## src/hw/rtl/sva_pkg.sv

```systemverilog
// Shared types and constants of the voice allocator.
// No dependencies.
package sva_pkg;

   localparam int NOTE_W          = 7;
   localparam int VEL_W           = 7;
   localparam int AGE_W           = 32;
   localparam int OP_W            = 3;
   localparam int ACT_W           = 3;
   localparam int VOICE_W         = 4;
   localparam int MODE_W          = 2;
   localparam int MAX_RESULTS     = 18;
   localparam int RES_CNT_W       = 5;
   localparam int VOICES_DEF      = 16;
   localparam int STACK_DEPTH_DEF = 16;

   localparam logic [VEL_W-1:0] REPLAY_VEL = 7'd13;

   // request op codes
   localparam logic [OP_W-1:0] OP_NOTE_ON    = 3'd0;
   localparam logic [OP_W-1:0] OP_NOTE_OFF   = 3'd1;
   localparam logic [OP_W-1:0] OP_ALL_OFF    = 3'd2;
   localparam logic [OP_W-1:0] OP_TICK       = 3'd3;
   localparam logic [OP_W-1:0] OP_VOICE_DONE = 3'd4;

   // response action codes
   localparam logic [ACT_W-1:0] ACT_NONE    = 3'd0;
   localparam logic [ACT_W-1:0] ACT_START   = 3'd1;
   localparam logic [ACT_W-1:0] ACT_RETUNE  = 3'd2;
   localparam logic [ACT_W-1:0] ACT_RESTART = 3'd3;
   localparam logic [ACT_W-1:0] ACT_RELEASE = 3'd4;
   localparam logic [ACT_W-1:0] ACT_GTRIG   = 3'd5;
   localparam logic [ACT_W-1:0] ACT_GREL    = 3'd6;

   // voice states
   localparam logic [1:0] VS_UNUSED    = 2'd0;
   localparam logic [1:0] VS_PLAYING   = 2'd1;
   localparam logic [1:0] VS_RELEASING = 2'd2;

   // voice mode register values
   localparam logic [MODE_W-1:0] MODE_POLY    = 2'd0;
   localparam logic [MODE_W-1:0] MODE_RETUNE  = 2'd1;
   localparam logic [MODE_W-1:0] MODE_RESTART = 2'd2;

   typedef struct packed {
      logic [1:0]        vstate;
      logic [NOTE_W-1:0] key;
      logic [AGE_W-1:0]  age;
   } voice_entry_type;

   typedef struct packed {
      logic [ACT_W-1:0]   action;
      logic [VOICE_W-1:0] voice;
      logic [NOTE_W-1:0]  note;
      logic [VEL_W-1:0]   velocity;
   } result_type;

   typedef enum logic [10:0] {
      ST_IDLE  = 11'b000_0000_0001,
      ST_VRD   = 11'b000_0000_0010,
      ST_VEV   = 11'b000_0000_0100,
      ST_ACT   = 11'b000_0000_1000,
      ST_GTRIG = 11'b000_0001_0000,
      ST_PUSH  = 11'b000_0010_0000,
      ST_KRD   = 11'b000_0100_0000,
      ST_KEV   = 11'b000_1000_0000,
      ST_NDEC  = 11'b001_0000_0000,
      ST_GREL  = 11'b010_0000_0000,
      ST_FIN   = 11'b100_0000_0000
   } fsm_type;

   typedef enum logic [1:0] {
      VSCAN_FIND,
      VSCAN_REL,
      VSCAN_TICK,
      VSCAN_DONE
   } vscan_type;

   typedef enum logic [1:0] {
      KSCAN_SEARCH,
      KSCAN_SHIFT,
      KSCAN_TOP
   } kscan_type;

endpackage

```

## src/hw/rtl/sva_ram.sv

```systemverilog
// Generic single-write, single-read RAM with registered read data.
// No dependencies.
module sva_ram #(
   parameter int WIDTH = 8,
   parameter int DEPTH = 16
) (
   input  logic                                  clock,
   input  logic                                  wr_en,
   input  logic [((DEPTH > 1) ? $clog2(DEPTH) : 1)-1:0] wr_addr,
   input  logic [WIDTH-1:0]                      wr_data,
   input  logic                                  rd_en,
   input  logic [((DEPTH > 1) ? $clog2(DEPTH) : 1)-1:0] rd_addr,
   output logic [WIDTH-1:0]                      rd_data
);

   logic [WIDTH-1:0] mem_ff [DEPTH];

   always_ff @(posedge clock) begin
      if (wr_en) begin
         mem_ff[wr_addr] <= wr_data;
      end
      if (rd_en) begin
         rd_data <= mem_ff[rd_addr];
      end
   end

endmodule

```

## src/hw/rtl/synth_voice_allocator_core.sv

```systemverilog
// Voice allocator top level: voice table and key stack sequencer.
// Depends on sva_pkg and sva_ram.
//
// Usage:
//  - csr_wr_en/csr_wr_data write the voice mode (0 poly, 1 mono retune,
//    2 mono restart); write it only while the block is idle.
//  - req_* carries one event (note on/off, all off, tick, voice done) per
//    request, taken when req_valid and req_ready are both high.
//  - rsp_* returns one or more actions per request; rsp_last marks the last.
//    Events with no action return one "none" response. At most 18 are sent.
// Timing: one request at a time. Voice table scans read, then evaluate each voice
//  (the voice RAM has registered read data); a tick, an all-off and a note on
//  with nonzero velocity in modes 0 to 2 scan every voice, and a note off also
//  reads each key stack entry searched or shifted. Voice done reads and
//  evaluates only the named voice.
// Stalls: each action waits in a one-deep holding register so that the last
//  flag can be set; a stalled rsp_ready freezes the scan at the voice that
//  wants to report. The final response sits in the output register while the
//  next request is accepted.
// Reset: voices read as unused, key and age zero (per-voice valid bits), stack empty, mode 0.
module synth_voice_allocator_core #(
   parameter int VOICES      = sva_pkg::VOICES_DEF,
   parameter int STACK_DEPTH = sva_pkg::STACK_DEPTH_DEF
) (
   input  logic                          clock,
   input  logic                          reset,
   input  logic                          csr_wr_en,
   input  logic [sva_pkg::MODE_W-1:0]    csr_wr_data,
   input  logic                          req_valid,
   output logic                          req_ready,
   input  logic [sva_pkg::OP_W-1:0]      req_op,
   input  logic [sva_pkg::NOTE_W-1:0]    req_note,
   input  logic [sva_pkg::VEL_W-1:0]     req_velocity,
   input  logic [sva_pkg::VOICE_W-1:0]   req_done_voice,
   output logic                          rsp_valid,
   input  logic                          rsp_ready,
   output logic [sva_pkg::ACT_W-1:0]     rsp_action,
   output logic [sva_pkg::VOICE_W-1:0]   rsp_voice,
   output logic [sva_pkg::NOTE_W-1:0]    rsp_out_note,
   output logic [sva_pkg::VEL_W-1:0]     rsp_out_velocity,
   output logic                          rsp_last
);
   import sva_pkg::*;

   localparam int VIW  = (VOICES > 1) ? $clog2(VOICES) : 1;
   localparam int VCW  = $clog2(VOICES + 1);
   localparam int SIW  = (STACK_DEPTH > 1) ? $clog2(STACK_DEPTH) : 1;
   localparam int KCW  = $clog2(STACK_DEPTH + 1);
   localparam int VE_W = $bits(voice_entry_type);

   // sequencer and config
   fsm_type              fsm_ff, fsm_in;
   logic [MODE_W-1:0]    mode_ff, mode_in;
   vscan_type            vkind_ff, vkind_in;
   kscan_type            kkind_ff, kkind_in;
   logic [VCW-1:0]       vidx_ff, vidx_in;
   logic [KCW-1:0]       kidx_ff, kidx_in;
   logic [KCW-1:0]       kc_ff, kc_in;
   logic [VOICES-1:0]    vvalid_ff, vvalid_in;

   // request context
   logic [OP_W-1:0]      op_ff, op_in;
   logic [NOTE_W-1:0]    note_ff, note_in;
   logic [NOTE_W-1:0]    wnote_ff, wnote_in;
   logic [VEL_W-1:0]     wvel_ff, wvel_in;
   logic                 replay_ff, replay_in;
   logic                 grel_ff, grel_in;
   logic [NOTE_W-1:0]    grel_note_ff, grel_note_in;
   logic                 rel_all_ff, rel_all_in;

   // scan findings
   logic                 fu_v_ff, fu_v_in;
   logic [VIW-1:0]       fu_idx_ff, fu_idx_in;
   logic                 fp_v_ff, fp_v_in;
   logic [VIW-1:0]       fp_idx_ff, fp_idx_in;
   logic [AGE_W-1:0]     fp_age_ff, fp_age_in;
   logic                 br_v_ff, br_v_in;
   logic [VIW-1:0]       br_idx_ff, br_idx_in;
   logic [AGE_W-1:0]     br_age_ff, br_age_in;
   logic                 ba_v_ff, ba_v_in;
   logic [VIW-1:0]       ba_idx_ff, ba_idx_in;
   logic [AGE_W-1:0]     ba_age_ff, ba_age_in;

   // response path
   logic                 pend_v_ff, pend_v_in;
   result_type           pend_ff, pend_in;
   logic                 out_v_ff, out_v_in;
   result_type           out_ff, out_in;
   logic                 out_last_ff, out_last_in;
   logic [RES_CNT_W-1:0] res_cnt_ff, res_cnt_in;

   // memory ports
   logic                 vram_we, vram_re;
   logic [VIW-1:0]       vram_waddr, vram_raddr;
   voice_entry_type      vram_wdata;
   logic [VE_W-1:0]      vram_rdata;
   logic                 rdv_ff, rdv_in;
   logic                 kram_we, kram_re;
   logic [SIW-1:0]       kram_waddr, kram_raddr;
   logic [NOTE_W-1:0]    kram_wdata, kram_rdata;

   // emit handshake
   logic                 em_req, em_keep, em_go, fin_req, out_free;
   result_type           em_res;

   voice_entry_type      ve;
   logic [VIW-1:0]       vaddr, pick;
   logic [VIW+VOICE_W-1:0] dv_ext;
   logic [KCW-1:0]       kidx_p1, kc_m1;
   logic                 restart;

   function automatic logic [VOICE_W-1:0] to_vout(input logic [VIW-1:0] i);
      logic [VIW+VOICE_W-1:0] w;
      w = {{VOICE_W{1'b0}}, i};
      return w[VOICE_W-1:0];
   endfunction

   sva_ram #(.WIDTH(VE_W), .DEPTH(VOICES)) u_voice_ram (
      .clock   (clock),
      .wr_en   (vram_we),
      .wr_addr (vram_waddr),
      .wr_data (vram_wdata),
      .rd_en   (vram_re),
      .rd_addr (vram_raddr),
      .rd_data (vram_rdata)
   );

   sva_ram #(.WIDTH(NOTE_W), .DEPTH(STACK_DEPTH)) u_key_ram (
      .clock   (clock),
      .wr_en   (kram_we),
      .wr_addr (kram_waddr),
      .wr_data (kram_wdata),
      .rd_en   (kram_re),
      .rd_addr (kram_raddr),
      .rd_data (kram_rdata)
   );

   // entries never written read as unused / zero
   assign ve        = rdv_ff ? voice_entry_type'(vram_rdata) : '0;
   assign vaddr     = vidx_ff[VIW-1:0];
   assign dv_ext    = {{VIW{1'b0}}, req_done_voice};
   assign kidx_p1   = kidx_ff + 1'b1;
   assign kc_m1     = kc_ff - 1'b1;
   assign out_free  = !out_v_ff || rsp_ready;
   assign em_keep   = res_cnt_ff < RES_CNT_W'(MAX_RESULTS);
   assign em_go     = !em_req || !em_keep || !pend_v_ff || out_free;
   assign restart   = (mode_ff == MODE_RESTART) && !replay_ff;
   assign pick      = fu_v_ff ? fu_idx_ff : (br_v_ff ? br_idx_ff : ba_idx_ff);

   assign req_ready        = (fsm_ff == ST_IDLE);
   assign rsp_valid        = out_v_ff;
   assign rsp_action       = out_ff.action;
   assign rsp_voice        = out_ff.voice;
   assign rsp_out_note     = out_ff.note;
   assign rsp_out_velocity = out_ff.velocity;
   assign rsp_last         = out_last_ff;

   always_comb begin
      fsm_in       = fsm_ff;
      mode_in      = csr_wr_en ? csr_wr_data : mode_ff;
      vkind_in     = vkind_ff;
      kkind_in     = kkind_ff;
      vidx_in      = vidx_ff;
      kidx_in      = kidx_ff;
      kc_in        = kc_ff;
      vvalid_in    = vvalid_ff;
      op_in        = op_ff;
      note_in      = note_ff;
      wnote_in     = wnote_ff;
      wvel_in      = wvel_ff;
      replay_in    = replay_ff;
      grel_in      = grel_ff;
      grel_note_in = grel_note_ff;
      rel_all_in   = rel_all_ff;
      fu_v_in      = fu_v_ff;
      fu_idx_in    = fu_idx_ff;
      fp_v_in      = fp_v_ff;
      fp_idx_in    = fp_idx_ff;
      fp_age_in    = fp_age_ff;
      br_v_in      = br_v_ff;
      br_idx_in    = br_idx_ff;
      br_age_in    = br_age_ff;
      ba_v_in      = ba_v_ff;
      ba_idx_in    = ba_idx_ff;
      ba_age_in    = ba_age_ff;
      pend_v_in    = pend_v_ff;
      pend_in      = pend_ff;
      out_v_in     = out_v_ff && !rsp_ready;
      out_in       = out_ff;
      out_last_in  = out_last_ff;
      res_cnt_in   = res_cnt_ff;
      rdv_in       = rdv_ff;
      vram_we      = 1'b0;
      vram_waddr   = vaddr;
      vram_wdata   = ve;
      vram_re      = 1'b0;
      vram_raddr   = vaddr;
      kram_we      = 1'b0;
      kram_waddr   = kidx_ff[SIW-1:0];
      kram_wdata   = kram_rdata;
      kram_re      = 1'b0;
      kram_raddr   = kidx_ff[SIW-1:0];
      em_req       = 1'b0;
      em_res       = '0;
      fin_req      = 1'b0;

      case (fsm_ff)
         ST_IDLE: begin
            if (req_valid) begin
               op_in      = req_op;
               note_in    = req_note;
               wnote_in   = req_note;
               wvel_in    = req_velocity;
               res_cnt_in = '0;
               replay_in  = 1'b0;
               grel_in    = 1'b0;
               rel_all_in = 1'b0;
               vidx_in    = '0;
               kidx_in    = '0;
               fu_v_in    = 1'b0;
               fp_v_in    = 1'b0;
               br_v_in    = 1'b0;
               ba_v_in    = 1'b0;
               case (req_op)
                  OP_NOTE_ON: begin
                     if (req_velocity == '0) begin
                        fsm_in = ST_FIN;
                     end else if (mode_ff inside {MODE_POLY, MODE_RETUNE, MODE_RESTART}) begin
                        vkind_in = VSCAN_FIND;
                        fsm_in   = ST_VRD;
                     end else begin
                        fsm_in = ST_PUSH;   // mode 3: stack only
                     end
                  end
                  OP_NOTE_OFF: begin
                     kkind_in = KSCAN_SEARCH;
                     fsm_in   = ST_KRD;
                  end
                  OP_ALL_OFF: begin
                     kc_in        = '0;
                     vkind_in     = VSCAN_REL;
                     rel_all_in   = 1'b1;
                     grel_in      = 1'b1;
                     grel_note_in = '0;
                     fsm_in       = ST_VRD;
                  end
                  OP_TICK: begin
                     vkind_in = VSCAN_TICK;
                     fsm_in   = ST_VRD;
                  end
                  OP_VOICE_DONE: begin
                     if (dv_ext < (VIW+VOICE_W)'(VOICES)) begin
                        vkind_in = VSCAN_DONE;
                        vidx_in  = VCW'(dv_ext);
                        fsm_in   = ST_VRD;
                     end else begin
                        fsm_in = ST_FIN;
                     end
                  end
                  default: begin
                     fsm_in = ST_FIN;
                  end
               endcase
            end
         end

         ST_VRD: begin
            if (vkind_ff != VSCAN_DONE && vidx_ff == VCW'(VOICES)) begin
               case (vkind_ff)
                  VSCAN_FIND: fsm_in = ST_ACT;
                  VSCAN_REL:  fsm_in = grel_ff ? ST_GREL : ST_FIN;
                  default:    fsm_in = ST_FIN;
               endcase
            end else begin
               vram_re = 1'b1;
               rdv_in  = vvalid_ff[vaddr];
               fsm_in  = ST_VEV;
            end
         end

         ST_VEV: begin
            case (vkind_ff)
               VSCAN_FIND: begin
                  if (ve.vstate == VS_UNUSED && !fu_v_ff) begin
                     fu_v_in   = 1'b1;
                     fu_idx_in = vaddr;
                  end
                  if (ve.vstate == VS_PLAYING && !fp_v_ff) begin
                     fp_v_in   = 1'b1;
                     fp_idx_in = vaddr;
                     fp_age_in = ve.age;
                  end
                  if (ve.vstate == VS_RELEASING && (!br_v_ff || ve.age > br_age_ff)) begin
                     br_v_in   = 1'b1;
                     br_idx_in = vaddr;
                     br_age_in = ve.age;
                  end
                  if (!ba_v_ff || ve.age > ba_age_ff) begin
                     ba_v_in   = 1'b1;
                     ba_idx_in = vaddr;
                     ba_age_in = ve.age;
                  end
                  vidx_in = vidx_ff + 1'b1;
                  fsm_in  = ST_VRD;
               end
               VSCAN_REL: begin
                  if (ve.vstate == VS_PLAYING && (rel_all_ff || ve.key == note_ff)) begin
                     em_req = 1'b1;
                     em_res = '{action: ACT_RELEASE, voice: to_vout(vaddr),
                                note: ve.key, velocity: '0};
                     if (em_go) begin
                        vram_we    = 1'b1;
                        vram_wdata = '{vstate: VS_RELEASING, key: ve.key, age: '0};
                        vidx_in    = vidx_ff + 1'b1;
                        fsm_in     = ST_VRD;
                     end
                  end else begin
                     vidx_in = vidx_ff + 1'b1;
                     fsm_in  = ST_VRD;
                  end
               end
               VSCAN_TICK: begin
                  if (ve.vstate != VS_UNUSED && ve.age != '1) begin
                     vram_we    = 1'b1;
                     vram_wdata = '{vstate: ve.vstate, key: ve.key, age: ve.age + 1'b1};
                  end
                  vidx_in = vidx_ff + 1'b1;
                  fsm_in  = ST_VRD;
               end
               default: begin
                  if (ve.vstate == VS_RELEASING) begin
                     vram_we    = 1'b1;
                     vram_wdata = '{vstate: VS_UNUSED, key: ve.key, age: '0};
                  end
                  fsm_in = ST_FIN;
               end
            endcase
         end

         ST_ACT: begin
            em_req = 1'b1;
            if ((mode_ff == MODE_RETUNE || mode_ff == MODE_RESTART) && fp_v_ff) begin
               em_res = '{action: restart ? ACT_RESTART : ACT_RETUNE,
                          voice: to_vout(fp_idx_ff), note: wnote_ff, velocity: wvel_ff};
               if (em_go) begin
                  vram_we    = 1'b1;
                  vram_waddr = fp_idx_ff;
                  vram_wdata = '{vstate: VS_PLAYING, key: wnote_ff,
                                 age: restart ? '0 : fp_age_ff};
                  fsm_in     = (op_ff == OP_NOTE_ON) ? ST_PUSH : ST_FIN;
               end
            end else begin
               em_res = '{action: ACT_START, voice: to_vout(pick),
                          note: wnote_ff, velocity: wvel_ff};
               if (em_go) begin
                  vram_we    = 1'b1;
                  vram_waddr = pick;
                  vram_wdata = '{vstate: VS_PLAYING, key: wnote_ff, age: '0};
                  if (kc_ff == '0) begin
                     fsm_in = ST_GTRIG;
                  end else begin
                     fsm_in = (op_ff == OP_NOTE_ON) ? ST_PUSH : ST_FIN;
                  end
               end
            end
         end

         ST_GTRIG: begin
            em_req = 1'b1;
            em_res = '{action: ACT_GTRIG, voice: '0, note: wnote_ff, velocity: wvel_ff};
            if (em_go) begin
               fsm_in = (op_ff == OP_NOTE_ON) ? ST_PUSH : ST_FIN;
            end
         end

         ST_PUSH: begin
            if (kc_ff < KCW'(STACK_DEPTH)) begin
               kram_we    = 1'b1;
               kram_waddr = kc_ff[SIW-1:0];
               kram_wdata = note_ff;
               kc_in      = kc_ff + 1'b1;
            end
            fsm_in = ST_FIN;
         end

         ST_KRD: begin
            case (kkind_ff)
               KSCAN_SEARCH: begin
                  if (kidx_ff == kc_ff) begin
                     // unknown key: drop the whole stack
                     kc_in     = '0;
                     replay_in = 1'b0;
                     fsm_in    = ST_NDEC;
                  end else begin
                     kram_re = 1'b1;
                     fsm_in  = ST_KEV;
                  end
               end
               KSCAN_SHIFT: begin
                  if (kidx_ff == kc_ff) begin
                     fsm_in = ST_NDEC;
                  end else begin
                     kram_re    = 1'b1;
                     kram_raddr = kidx_p1[SIW-1:0];
                     fsm_in     = ST_KEV;
                  end
               end
               default: begin
                  kram_re    = 1'b1;
                  kram_raddr = kc_m1[SIW-1:0];
                  fsm_in     = ST_KEV;
               end
            endcase
         end

         ST_KEV: begin
            case (kkind_ff)
               KSCAN_SEARCH: begin
                  if (kram_rdata == note_ff) begin
                     kc_in = kc_m1;
                     if (kc_m1 == kidx_ff) begin
                        replay_in = 1'b1;
                        fsm_in    = ST_NDEC;
                     end else begin
                        kkind_in = KSCAN_SHIFT;
                        fsm_in   = ST_KRD;
                     end
                  end else begin
                     kidx_in = kidx_p1;
                     fsm_in  = ST_KRD;
                  end
               end
               KSCAN_SHIFT: begin
                  kram_we = 1'b1;
                  kidx_in = kidx_p1;
                  fsm_in  = ST_KRD;
               end
               default: begin
                  // replay the key now on top
                  wnote_in = kram_rdata;
                  wvel_in  = REPLAY_VEL;
                  vkind_in = VSCAN_FIND;
                  vidx_in  = '0;
                  fu_v_in  = 1'b0;
                  fp_v_in  = 1'b0;
                  br_v_in  = 1'b0;
                  ba_v_in  = 1'b0;
                  fsm_in   = ST_VRD;
               end
            endcase
         end

         ST_NDEC: begin
            vidx_in    = '0;
            rel_all_in = 1'b0;
            if (kc_ff == '0) begin
               vkind_in     = VSCAN_REL;
               grel_in      = 1'b1;
               grel_note_in = note_ff;
               fsm_in       = ST_VRD;
            end else if (mode_ff == MODE_POLY) begin
               vkind_in = VSCAN_REL;
               grel_in  = 1'b0;
               fsm_in   = ST_VRD;
            end else if ((mode_ff == MODE_RETUNE || mode_ff == MODE_RESTART) && replay_ff) begin
               kkind_in = KSCAN_TOP;
               fsm_in   = ST_KRD;
            end else begin
               fsm_in = ST_FIN;
            end
         end

         ST_GREL: begin
            em_req = 1'b1;
            em_res = '{action: ACT_GREL, voice: '0, note: grel_note_ff, velocity: '0};
            if (em_go) begin
               fsm_in = ST_FIN;
            end
         end

         ST_FIN: begin
            fin_req = 1'b1;
            if (out_free) begin
               fsm_in = ST_IDLE;
            end
         end

         default: begin
            fsm_in = ST_IDLE;
         end
      endcase

      if (vram_we) begin
         vvalid_in[vram_waddr] = 1'b1;
      end

      // holding register: an action is sent once the next one (or the end) is known
      if (em_req && em_keep && em_go) begin
         if (pend_v_ff) begin
            out_in      = pend_ff;
            out_last_in = 1'b0;
            out_v_in    = 1'b1;
         end
         pend_in    = em_res;
         pend_v_in  = 1'b1;
         res_cnt_in = res_cnt_ff + 1'b1;
      end
      if (fin_req && out_free) begin
         out_in      = pend_v_ff ? pend_ff : '{action: ACT_NONE, voice: '0,
                                               note: '0, velocity: '0};
         out_last_in = 1'b1;
         out_v_in    = 1'b1;
         pend_v_in   = 1'b0;
      end
   end

   always_ff @(posedge clock) begin
      if (reset) begin
         fsm_ff    <= ST_IDLE;
         mode_ff   <= MODE_POLY;
         kc_ff     <= '0;
         vvalid_ff <= '0;
         pend_v_ff <= 1'b0;
         out_v_ff  <= 1'b0;
      end else begin
         fsm_ff    <= fsm_in;
         mode_ff   <= mode_in;
         kc_ff     <= kc_in;
         vvalid_ff <= vvalid_in;
         pend_v_ff <= pend_v_in;
         out_v_ff  <= out_v_in;
      end
   end

   always_ff @(posedge clock) begin
      vkind_ff     <= vkind_in;
      kkind_ff     <= kkind_in;
      vidx_ff      <= vidx_in;
      kidx_ff      <= kidx_in;
      op_ff        <= op_in;
      note_ff      <= note_in;
      wnote_ff     <= wnote_in;
      wvel_ff      <= wvel_in;
      replay_ff    <= replay_in;
      grel_ff      <= grel_in;
      grel_note_ff <= grel_note_in;
      rel_all_ff   <= rel_all_in;
      fu_v_ff      <= fu_v_in;
      fu_idx_ff    <= fu_idx_in;
      fp_v_ff      <= fp_v_in;
      fp_idx_ff    <= fp_idx_in;
      fp_age_ff    <= fp_age_in;
      br_v_ff      <= br_v_in;
      br_idx_ff    <= br_idx_in;
      br_age_ff    <= br_age_in;
      ba_v_ff      <= ba_v_in;
      ba_idx_ff    <= ba_idx_in;
      ba_age_ff    <= ba_age_in;
      pend_ff      <= pend_in;
      out_ff       <= out_in;
      out_last_ff  <= out_last_in;
      res_cnt_ff   <= res_cnt_in;
      rdv_ff       <= rdv_in;
   end

endmodule

```

## config.mk

```make
export PLATFORM = sky130hd
export DESIGN_NAME = synth_voice_allocator_core
export DESIGN_NICKNAME = d
export VERILOG_FILES = /design/src/hw/rtl/sva_pkg.sv /design/src/hw/rtl/sva_ram.sv /design/src/hw/rtl/synth_voice_allocator_core.sv
export SDC_FILE = /design/constraint.sdc
export NUM_CORES = 1
export LEC_CHECK = 0
export BUFFER_PORTS_ARGS = -buffer_cell sky130_fd_sc_hd__buf_4
export CAP_MARGIN = 20
export CORE_MARGIN = 2
export CORE_UTILIZATION = 24
export DETAILED_ROUTE_END_ITERATION = 10
export HOLD_SLACK_MARGIN = 0.03
export PLACE_DENSITY = 0.36
export SKIP_LAST_GASP = 1
export SLEW_MARGIN = 25
export SYNTH_ARGS = -nofsm -noshare
export SYNTH_HDL_FRONTEND = slang
export SYNTH_HIERARCHICAL = 1
export SYNTH_SLANG_ARGS = --single-unit
```

## constraint.sdc

```tcl
create_clock -name clock -period 8 [get_ports clock]
set_clock_uncertainty 0.15 [all_clocks]
set_input_delay 0.8 -clock clock [delete_from_list [all_inputs] [get_ports clock]]
set_output_delay 0.8 -clock clock [all_outputs]
set_load 0.005 [all_outputs]
```

==> results.md, run 1 <==
* Run status: finished, final reports clean
* DR vias/cell at about 4.6
* Die height at 435 µm
* Syn_area_per_cell at 16.7 µm²
* Final hold violations at 0
* Final Slew Violations at 0
* Largest area contributor in the netlist: edfxtp_1
* Initial antenna violation count at 6
* Critical path fanouts, max at 29
* Critical path type: reg -> reg
* CTS Buf Count at 119
* Cell row count at ~160
* CTS max path bufs at 3
* EDFF count, synth at 1,028
* Post-route setup TNS at 0 ns
* Ports at 52
* H-tree depth at 3
* Total power at between 15 and 20 mW
* FF+latch area at 0.0316 mm²
* Syn Inst Count at 2,677
* HP Class: in -> reg
* Post-synthesis sequential area ratio at between 70% and 80%
* Syn nets at 2,780
* Final WS setup at 2.74 ns
* Startpoint types: flip-flop
* Die area at roughly 0.19 mm²
* Synth cell types at 88
* Worst-path cell chain: nor3_1 -> nand4b_1 -> nor2_2 -> buf_4 -> nor2_1 -> a21oi_1 -> nand2_1 -> nor2_4 -> buf_4
* Post-place setup slack at 2.69 ns
* Placed cells at 5,147
* MaxCap Viol Count at 0
* Die Wd at 435 µm
* Top-area cell type share of the netlist area at 69.2%
* Critical path required time at 8.24 ns
* Global route overflow at 0
* CTS tree: yes
* Synth area leaders: edfxtp_1 69%, mux4_2 9.1%, ha_1 2.1%, a22oi_1 1.8%, nand2_1 1.7%
* Max_slew headroom at 33.7%
* Largest net degree at the start of global routing at 92
* GPL Wtd Cong at 0.871
* Fin crit share at 65.8%
* Initial drt markers at about 2,200
* Static Leak at approximately 17 nW
* First-pass DRT Iterations at 6
* Post-synth top flop: edfxtp_1
* Number of port buffers at 51
* Multi-input logic area at 0.0122 mm²
* Final ANT Viol Nets at 0
* Avg WL per Cell at 22.9 µm
* Final #Nets at 2,892
* Post-CTS setup buffers at 0
* Root Driver: clkbuf_16
* Core box area at between 0.15 and 0.2 mm²
* Worst-path clk slew at 0.06 ns
* Detailed Route WL at 123,000 µm
* Cts hold-fix bufs at 0
* Hpwl dp at 82,900 µm
* Total global-route track usage at 12.8%
* Vias in the first global route at 25,000
* Worst path arrival time at 5.51 ns
* Clock Sinks at 1,065
* Clock latency at the later pin of the worst-skew pair at 0.74 ns
* Post-cts gate resize count at 0
* Final Instance Count excl. Fillers at 5,377
* CP Capture Type: flip-flop
* Layout cells sized above 1 at between 10% and 20%
* Pwr dens at 289 mW/mm²
* Crit-path slowest cell: nor2_4
* Worst Tran Pin Value at 0.985 ns
* Synth warn at 6
* Residual DRC at 0
* Post-synthesis register bit count at 1,065
* Most common cell on crit path: buf_4
* Fill count at around 19,000
* Synth async-reset ratio at 0%
* Top-count cell post-synth: edfxtp_1
* Final setup viols at 0
* Mapped cell area at 0.0446 mm²
* Tmin final at between 5 and 6 ns
* First-pass GRT wire length at 179,000 µm
* RSZ-0062 raised after global routing: false
* Syn-to-layout area delta at 17.3%
* Max frequency at about 0.19 GHz
* Via count at 24,600
* Peak VDD IR at 0.173 mV
* Starting Density at 24.1%
* CP max stage delay at 0.80 ns
* Post-synth top cells: 1,028 x edfxtp_1, 198 x nand2_1, 180 x mux4_2
## state kept, by name, summed over array words and instances, names as in the netlist, 5 cells and up
name,flops
u_voice_ram/mem_ff,656
u_key_ram/mem_ff,112
u_voice_ram/rd_data,41
ba_age_ff,32
br_age_ff,32
fp_age_ff,32
pend_ff,21
vvalid_ff,16
fsm_ff,11
grel_note_ff,7
note_ff,7
rsp_out_note,7
rsp_out_velocity,7
u_key_ram/rd_data,7
wnote_ff,7
wvel_ff,7
kc_ff,5
kidx_ff,5
res_cnt_ff,5
vidx_ff,5
## worst max-delay path, delay by kind of cell (launching register included)
kind                   cells  cell delay [ns]
flip-flops                 1             0.36
AND/OR/NAND/NOR            6             2.93
buffers and inverters      2             0.81
AO/OA/AOI/OAI              1             0.61
## path summary, 6_finish.rpt
kind | start | end | slack [ns] | cells after the start
max | fsm_ff[8] | u_voice_ram/mem_ff[7][33] | 2.74 | 9
max reg2reg | fsm_ff[8] | u_voice_ram/mem_ff[7][33] | 2.74 | 9
min | req_note[3] | note_ff[3] | 0.13 | 1
min reg2reg | vvalid_ff[13] | vvalid_ff[13] | 0.32 | 2
## logic make-up (layout without fill, tap and decap cells)
group	count (synthesis)	count (layout)	synth area share, %
DFF	1065	1065	70.9
and+or+nand+nor	637	637	7.21
AOI/OAI and AO/OA	411	411	6.27
buffers and inverters	234	452	2.23
muxes	219	219	10.6
adders and majority gates	75	75	2.10
xor gates and xnor gates	36	36	0.707
other	0	2	0
## routing by layer
| layer | global-route usage, % | wire length (µm) | vias up | share of wire [%] |
|---|---|---|---|---|
| met1 | 19.0 | 60200 | 12800 | 49 |
| met4 | 3.62 | 2560 | 0 | 2.1 |
| met2 | 19.0 | 53900 | 693 | 44 |
| met3 | 2.21 | 6370 | 156 | 5.2 |
| li1 | - | - | 10900 | - |
| met5 | 0 | 0 | - | 0 |
## power breakdown
part           switching, mW  total [mW]  internal, mW  leakage (nW)
clock network           2.28        5.57          3.29          1.94
logic                   1.95        3.08          1.13          5.35
registers              0.133        6.47          6.33          9.61
total                   4.36        15.1          10.8          16.9
## cell type report
class / instances / area share [%]
Clock buffer: 140 / 5.88
Antenna cell: 2 / 0.00956
Tap cell: 2480 / 5.93
Multi-Input combinational cell: 1378 / 23.4
Sequential cell: 1065 / 60.4
Timing Repair Buffer: 122 / 1.90
Clock inverter: 87 / 1.76
Inverter: 103 / 0.739
## cell usage in the layout (no fill, tap or decap), drive strengths merged, types with 12 or more instances in the layout
cell	synthesis	layout
nor3	41	41
nand2	199	199
dfxtp	37	37
buf	58	122
nor2b	34	34
mux4	197	197
xor2	18	18
a22oi	104	104
inv	102	104
xnor2	18	18
nand4	30	30
a21oi	78	78
nor4	16	16
clkinv	1	61
bufinv	0	17
nand2b	19	19
o21ai	83	83
a211oi	12	12
nor2	137	137
ha	75	75
nand3	49	49
edfxtp	1028	1028
and2	50	50
clkbuf	73	140
## per-stage QoR
stage	hold slack, ns	instance area, µm²	util (%)
finish	0.131	52300	28.3
detailed placement	0.307	48300	26.1
floorplan	0.281	44600	-
CTS	0.0617	52300	28.3
global placement	0.298	48200	26.1
global route	0.0935	52300	28.3
No activity file was read; power rests on OpenSTA's default activity.
==> inputs of run 2 (changes only) <==
--- a/config.mk
+++ b/config.mk
@@ -11,7 +11,7 @@
 export CORE_UTILIZATION = 24
 export DETAILED_ROUTE_END_ITERATION = 10
 export HOLD_SLACK_MARGIN = 0.03
-export PLACE_DENSITY = 0.36
+export PLACE_DENSITY = 0.38
 export SKIP_LAST_GASP = 1
 export SLEW_MARGIN = 25
 export SYNTH_ARGS = -nofsm -noshare
==> constraint.sdc (replaced) <==
create_clock -name clock -period 4.3 [get_ports clock]
set_clock_uncertainty 0.15 [all_clocks]
set_input_delay 0.43 -clock clock [delete_from_list [all_inputs] [get_ports clock]]
set_output_delay 0.43 -clock clock [all_outputs]
set_load 0.005 [all_outputs]
==> results.md, run 2 (same netlist as run 1, synthesis figures left out) <==
* Root Driver: clkbuf_16
* GR Util met1 at a little under a fifth
* Startpoint types: flip-flop
* MaxCap Viol Count at 0
* Worst Tran Pin Value at 0.984 ns
* Post-route setup TNS at 0 ns
* Post-place setup slack at about 0.34 ns
* Die Wd at ~440 µm
* Worst hold margin at 0.295 ns
* Residual DRC at 0
* DR vias/cell at 4.63
* Critical path required time at 4.71 ns
* Worst-path clk slew at 0.07 ns
* Post-cts gate resize count at 0
* Fin crit share at 92.6%
* Area post-placement at 0.0493 mm²
* Peak VDD IR at 0.302 mV
* Final ANT Viol Nets at 0
* Tmin final at 3.98 ns
* Max_slew headroom at around a third
* Critical path type: reg -> reg
* Clock latency at the later pin of the worst-skew pair at 0.75 ns
* Global route overflow at 0
* Commonest non-fill, non-tap cell in the layout: edfxtp_1
* Grt peak-use layer: met2
* Total global-route track usage at between 10% and 20%
* Crit-path slowest cell: nor4_1
* Post-route design area at 0.0534 mm²
* Critical path fanouts, max at 43
* Placed cells at 5,243
* RSZ-0062 raised after global routing: false
* Clock Sinks at 1,065
* Final WS setup at 0.317 ns
* Worst-path cell chain: buf_12 -> buf_4 -> nand3_1 -> nor4_1 -> and4_4 -> or2_2 -> nor2_1 -> a21boi_0 -> a31oi_1 -> o21ai_1 -> buf_4
* Initial drt markers at approximately 2,000
* Met2 usage at 21.6%
* Met3 Use GR at between 1.5 and 2%
* Max frequency at roughly 0.25 GHz
* HP Class: in -> reg
* Run status: finished, final reports clean
* CTS Buf Count at 110
* GPL Wtd Cong at 0.858
* Layout cells sized above 1 at 21.5%
* Initial antenna violation count at 3
* Final setup viols at 0
* Final Instance Count excl. Fillers at approximately 5,500
* First-pass DRT Iterations at 6
* Die area at 0.189 mm²
* Core box area at between 0.15 and 0.2 mm²
* CP max stage delay at 0.62 ns
* Vias in the first global route at 26,400
* Largest regs: u_voice_ram/mem_ff: 656 flops, u_key_ram/mem_ff: 112 flops, u_voice_ram/rd_data: 41 flops
* Top reg by flops: u_voice_ram/mem_ff
* Hpwl dp at between 80,000 and 90,000 µm
* Via count at 25,400
* Syn-to-layout area delta at 19.8%
* Number of port buffers at 51
* CP Capture Type: flip-flop
* Avg WL per Cell at approximately 23 µm
* Final Slew Violations at 0
* Static Leak at ~17 nW
* Pwr dens at 516 mW/mm²
* CTS tree: yes
* Worst path arrival time at 4.39 ns
* Max reg flops at 656
* Final #Nets at 3,008
* Final design utilization at just under 30%
* Final hold violations at 0
* First-pass GRT wire length at 186,000 µm
* Total power at around 28 mW
* Detailed Route WL at 127,000 µm
* CTS max path bufs at 3
* Die height at 435 µm
* Most common cell on crit path: buf_4
* Largest net degree at the start of global routing at 61
* Ports at 52
* H-tree depth at 3
* Starting Density at 24.1%
* Cell row count at about 160
* Leading cell types in the layout, fill and taps excluded: 1,028 x edfxtp_1, 196 x nand2_1, 191 x buf_4
==> run 2: changes by cell type in the layout (fill, tap and decap cells not counted), sizes merged <==
| cell | previous run | this run |
|---|---|---|
| clkinvlp | 8 | 9 |
| diode | 2 | 4 |
| buf | 122 | 217 |
| dlygate4sd3 | 0 | 30 |
| clkinv | 61 | 53 |
| clkbuf | 140 | 127 |
| inv | 104 | 106 |
| bufinv | 17 | 18 |
==> run 2: timing repair <==
item / CTS / global route
endpoints found under the hold margin: 65 / 0
setup buffers: 0 / 0
hold buffers: 30 / 0
==> run 2: path summary, 6_finish.rpt <==
check | slack (ns) | depth (start not counted) | from | end
max | 0.32 | 11 | rdv_ff | u_voice_ram/mem_ff[4][22]
min | 0.29 | 2 | req_note[1] | note_ff[1]
max reg2reg | 0.32 | 11 | rdv_ff | u_voice_ram/mem_ff[4][22]
min reg2reg | 0.32 | 2 | vvalid_ff[7] | vvalid_ff[7]
==> run 2: cell type report <==
type                            instances  area (µm²)
Tap cell                             2480        3100
Sequential cell                      1065       31600
Timing Repair Buffer                  247        2250
Fill cell                           18500      132000
Inverter                              103         389
Clock inverter                         83         961
Clock buffer                          127        2830
Multi-Input combinational cell       1378       12300
Antenna cell                            4        10.0
==> run 2: report_power, final <==
group	switching (mW)	internal (mW)	total, mW	leakage, nW
Clock	4.17	5.82	9.99	1.82
Sequential	0.302	11.8	12.1	9.61
Combinational	3.24	2.24	5.48	6.02
==> run 2: routing by layer <==
| layer | vias to the layer above | part of all wire, % |
|---|---|---|
| li1 | 11100 | - |
| met1 | 13400 | 46 |
| met2 | 713 | 47 |
| met3 | 190 | 4.5 |
| met4 | 2 | 2.5 |
| met5 | - | 0.010 |
==> run 2: worst max-delay path, delay by kind of cell (launching register included) <==
| family | cells | cell delay [ns] |
|---|---|---|
| buffers and inverters | 3 | 0.82 |
| AO/OA/AOI/OAI | 3 | 0.96 |
| AND/OR/NAND/NOR | 5 | 1.46 |
| flip-flops | 1 | 0.38 |
==> inputs of run 3 (changes only) <==
--- a/config.mk
+++ b/config.mk
@@ -9,6 +9,7 @@
 export CAP_MARGIN = 20
 export CORE_MARGIN = 2
 export CORE_UTILIZATION = 24
+export CTS_BUF_LIST = sky130_fd_sc_hd__clkbuf_4
 export DETAILED_ROUTE_END_ITERATION = 10
 export HOLD_SLACK_MARGIN = 0.03
 export PLACE_DENSITY = 0.38
==> results.md, run 3 (same netlist as run 1, synthesis figures left out) <==
* Run status: finished, final reports clean
* Core box area at 0.185 mm²
* Detailed Route WL at 129,000 µm
* Static Leak at 17.8 nW
* Worst Tran Pin Value at 0.981 ns
* Starting Density at 24.1%
* Max frequency at around 0.25 GHz
* Post-place setup slack at 0.345 ns
* Global route overflow at 0
* Via count at ~27,000
* Cell row count at around 160
* Fin crit share at 92.2%
* Residual DRC at 0
* RSZ-0062 raised after global routing: false
* Leading cell types in the layout, fill and taps excluded: 1,028 x edfxtp_1, 403 x clkbuf_4, 196 x nand2_1
* Initial antenna violation count at 2
* HP Class: in -> reg
* GPL Wtd Cong at 0.858
* Clock latency at the later pin of the worst-skew pair at 1.25 ns
* DR vias/cell at 4.60
* Final #Nets at 3,226
* Total global-route track usage at 13.6%
* Final hold violations at 0
* Tmin final at a little under 4 ns
* Worst-path cell chain: buf_12 -> buf_4 -> nand3_1 -> nor4_1 -> and4_4 -> or2_2 -> nor2_1 -> a21boi_0 -> a31oi_1 -> o21ai_1 -> buf_4
* H-tree depth at 5
* Die height at ~440 µm
* Commonest non-fill, non-tap cell in the layout: edfxtp_1
* Final WS setup at between 0.3 and 0.4 ns
* Max_slew headroom at 33.9%
* Crit-path slowest cell: nor4_1
* Pwr dens at around 490 mW/mm²
* Final setup viols at 0
* CTS Buf Count at 297
* Clock Sinks at 1,065
* Worst-path clk slew at 0.07 ns
* Peak VDD IR at 0.329 mV
* CTS tree: yes
* Worst path arrival time at just under 5 ns
* Post-CTS setup buffers at 0
* Ports at 52
* Worst Path Buf+Inv at 3
* CTS max path bufs at 4
* Post-cts gate resize count at 0
* Startpoint types: flip-flop
* Largest net degree at the start of global routing at 61
* Critical path type: reg -> reg
* Die area at 0.189 mm²
* Initial drt markers at 2,018
* Top reg by flops: u_voice_ram/mem_ff
* Vias in the first global route at around 28,000
* Syn-to-layout area delta at 19.6%
* Largest regs: u_voice_ram/mem_ff: 656 flops, u_key_ram/mem_ff: 112 flops, u_voice_ram/rd_data: 41 flops
* CP delay by family, top: simple AND/OR/NAND/NOR gates
* Final Slew Violations at 0
* First-pass GRT wire length at roughly 190,000 µm
* Root Driver: clkbuf_4
* Cts hold-fix bufs at between 60 and 70
* Most common cell on crit path: buf_4
* Die Wd at 435 µm
* Number of port buffers at 51
* Final ANT Viol Nets at 0
* Layout cells sized above 1 at a little over a quarter
* Avg WL per Cell at approximately 22 µm
* Max reg flops at around 660
* FF+latch area at 0.0316 mm²
* MaxCap Viol Count at 0
* CP Capture Type: flip-flop
* Fill count at 18,700
* Post-route setup TNS at 0 ns
* Critical path required time at 5.15 ns
* Critical path fanouts, max at 43
* Hpwl dp at 81,700 µm
* CP max stage delay at 0.59 ns
* Multi-input logic area at 0.0123 mm²
* First-pass DRT Iterations at 5
run 3: per-layer routing:
layer / vias to the layer above / part of all wire [%] / track usage (%)
li1: 11700 / - / -
met1: 13800 / 45 / 17.9
met2: 868 / 47 / 21.9
met3: 224 / 5.1 / 2.88
met4: 2 / 2.8 / 5.26
met5: - / 0.0077 / 0
run 3: path summary, 6_finish.rpt:
kind                            slack, ns  cells after the start                         to          start
worst max-delay path                 0.34                     11  u_voice_ram/mem_ff[2][22]         rdv_ff
worst min-delay path                 0.23                      5                  fsm_ff[6]      req_op[0]
worst max register to register       0.34                     11  u_voice_ram/mem_ff[2][22]         rdv_ff
worst min register to register       0.33                      2              vvalid_ff[14]  vvalid_ff[14]
run 3: tightest hold or removal path, cell delays in order:
cell           delay (ns)
dlygate4sd3_1        0.54
buf_4                0.15
nor3b_1              0.14
a32oi_1              0.18
a21oi_1              0.10
run 3: cell type report:
type                    count  area share, %
diodes                      4         0.0188
repair buffers            278           4.83
inverters                 103          0.729
well taps                2480           5.82
clock buffers             403           5.67
multi-input cells        1378           23.0
clock inverters            83          0.678
flip-flops and latches   1065           59.2
run 3: per-stage QoR:
step / hold WS (ns) / area (µm²) / instances / power, mW / utilization, %
after global placement: 0.293 / 49300 / 5243 / 17.9 / 26.7
after global routing: 0.158 / 53300 / 5791 / 27.6 / 28.8
final: 0.226 / 53400 / 5794 / 26.1 / 28.8
after floorplan: 0.281 / 44800 / 2677 / 15.8 / -
after CTS: 0.0319 / 53300 / 5790 / 26.7 / 28.8
after detailed placement: 0.312 / 49300 / 5243 / 17.9 / 26.7
run 3: where the power goes:
part | internal [mW] | leakage (nW) | switching, mW
Clock | 4.38 | 2.06 | 4.14
Combinational | 2.27 | 6.16 | 3.27
Sequential | 11.8 | 9.61 | 0.304
Total | 18.4 | 17.8 | 7.71
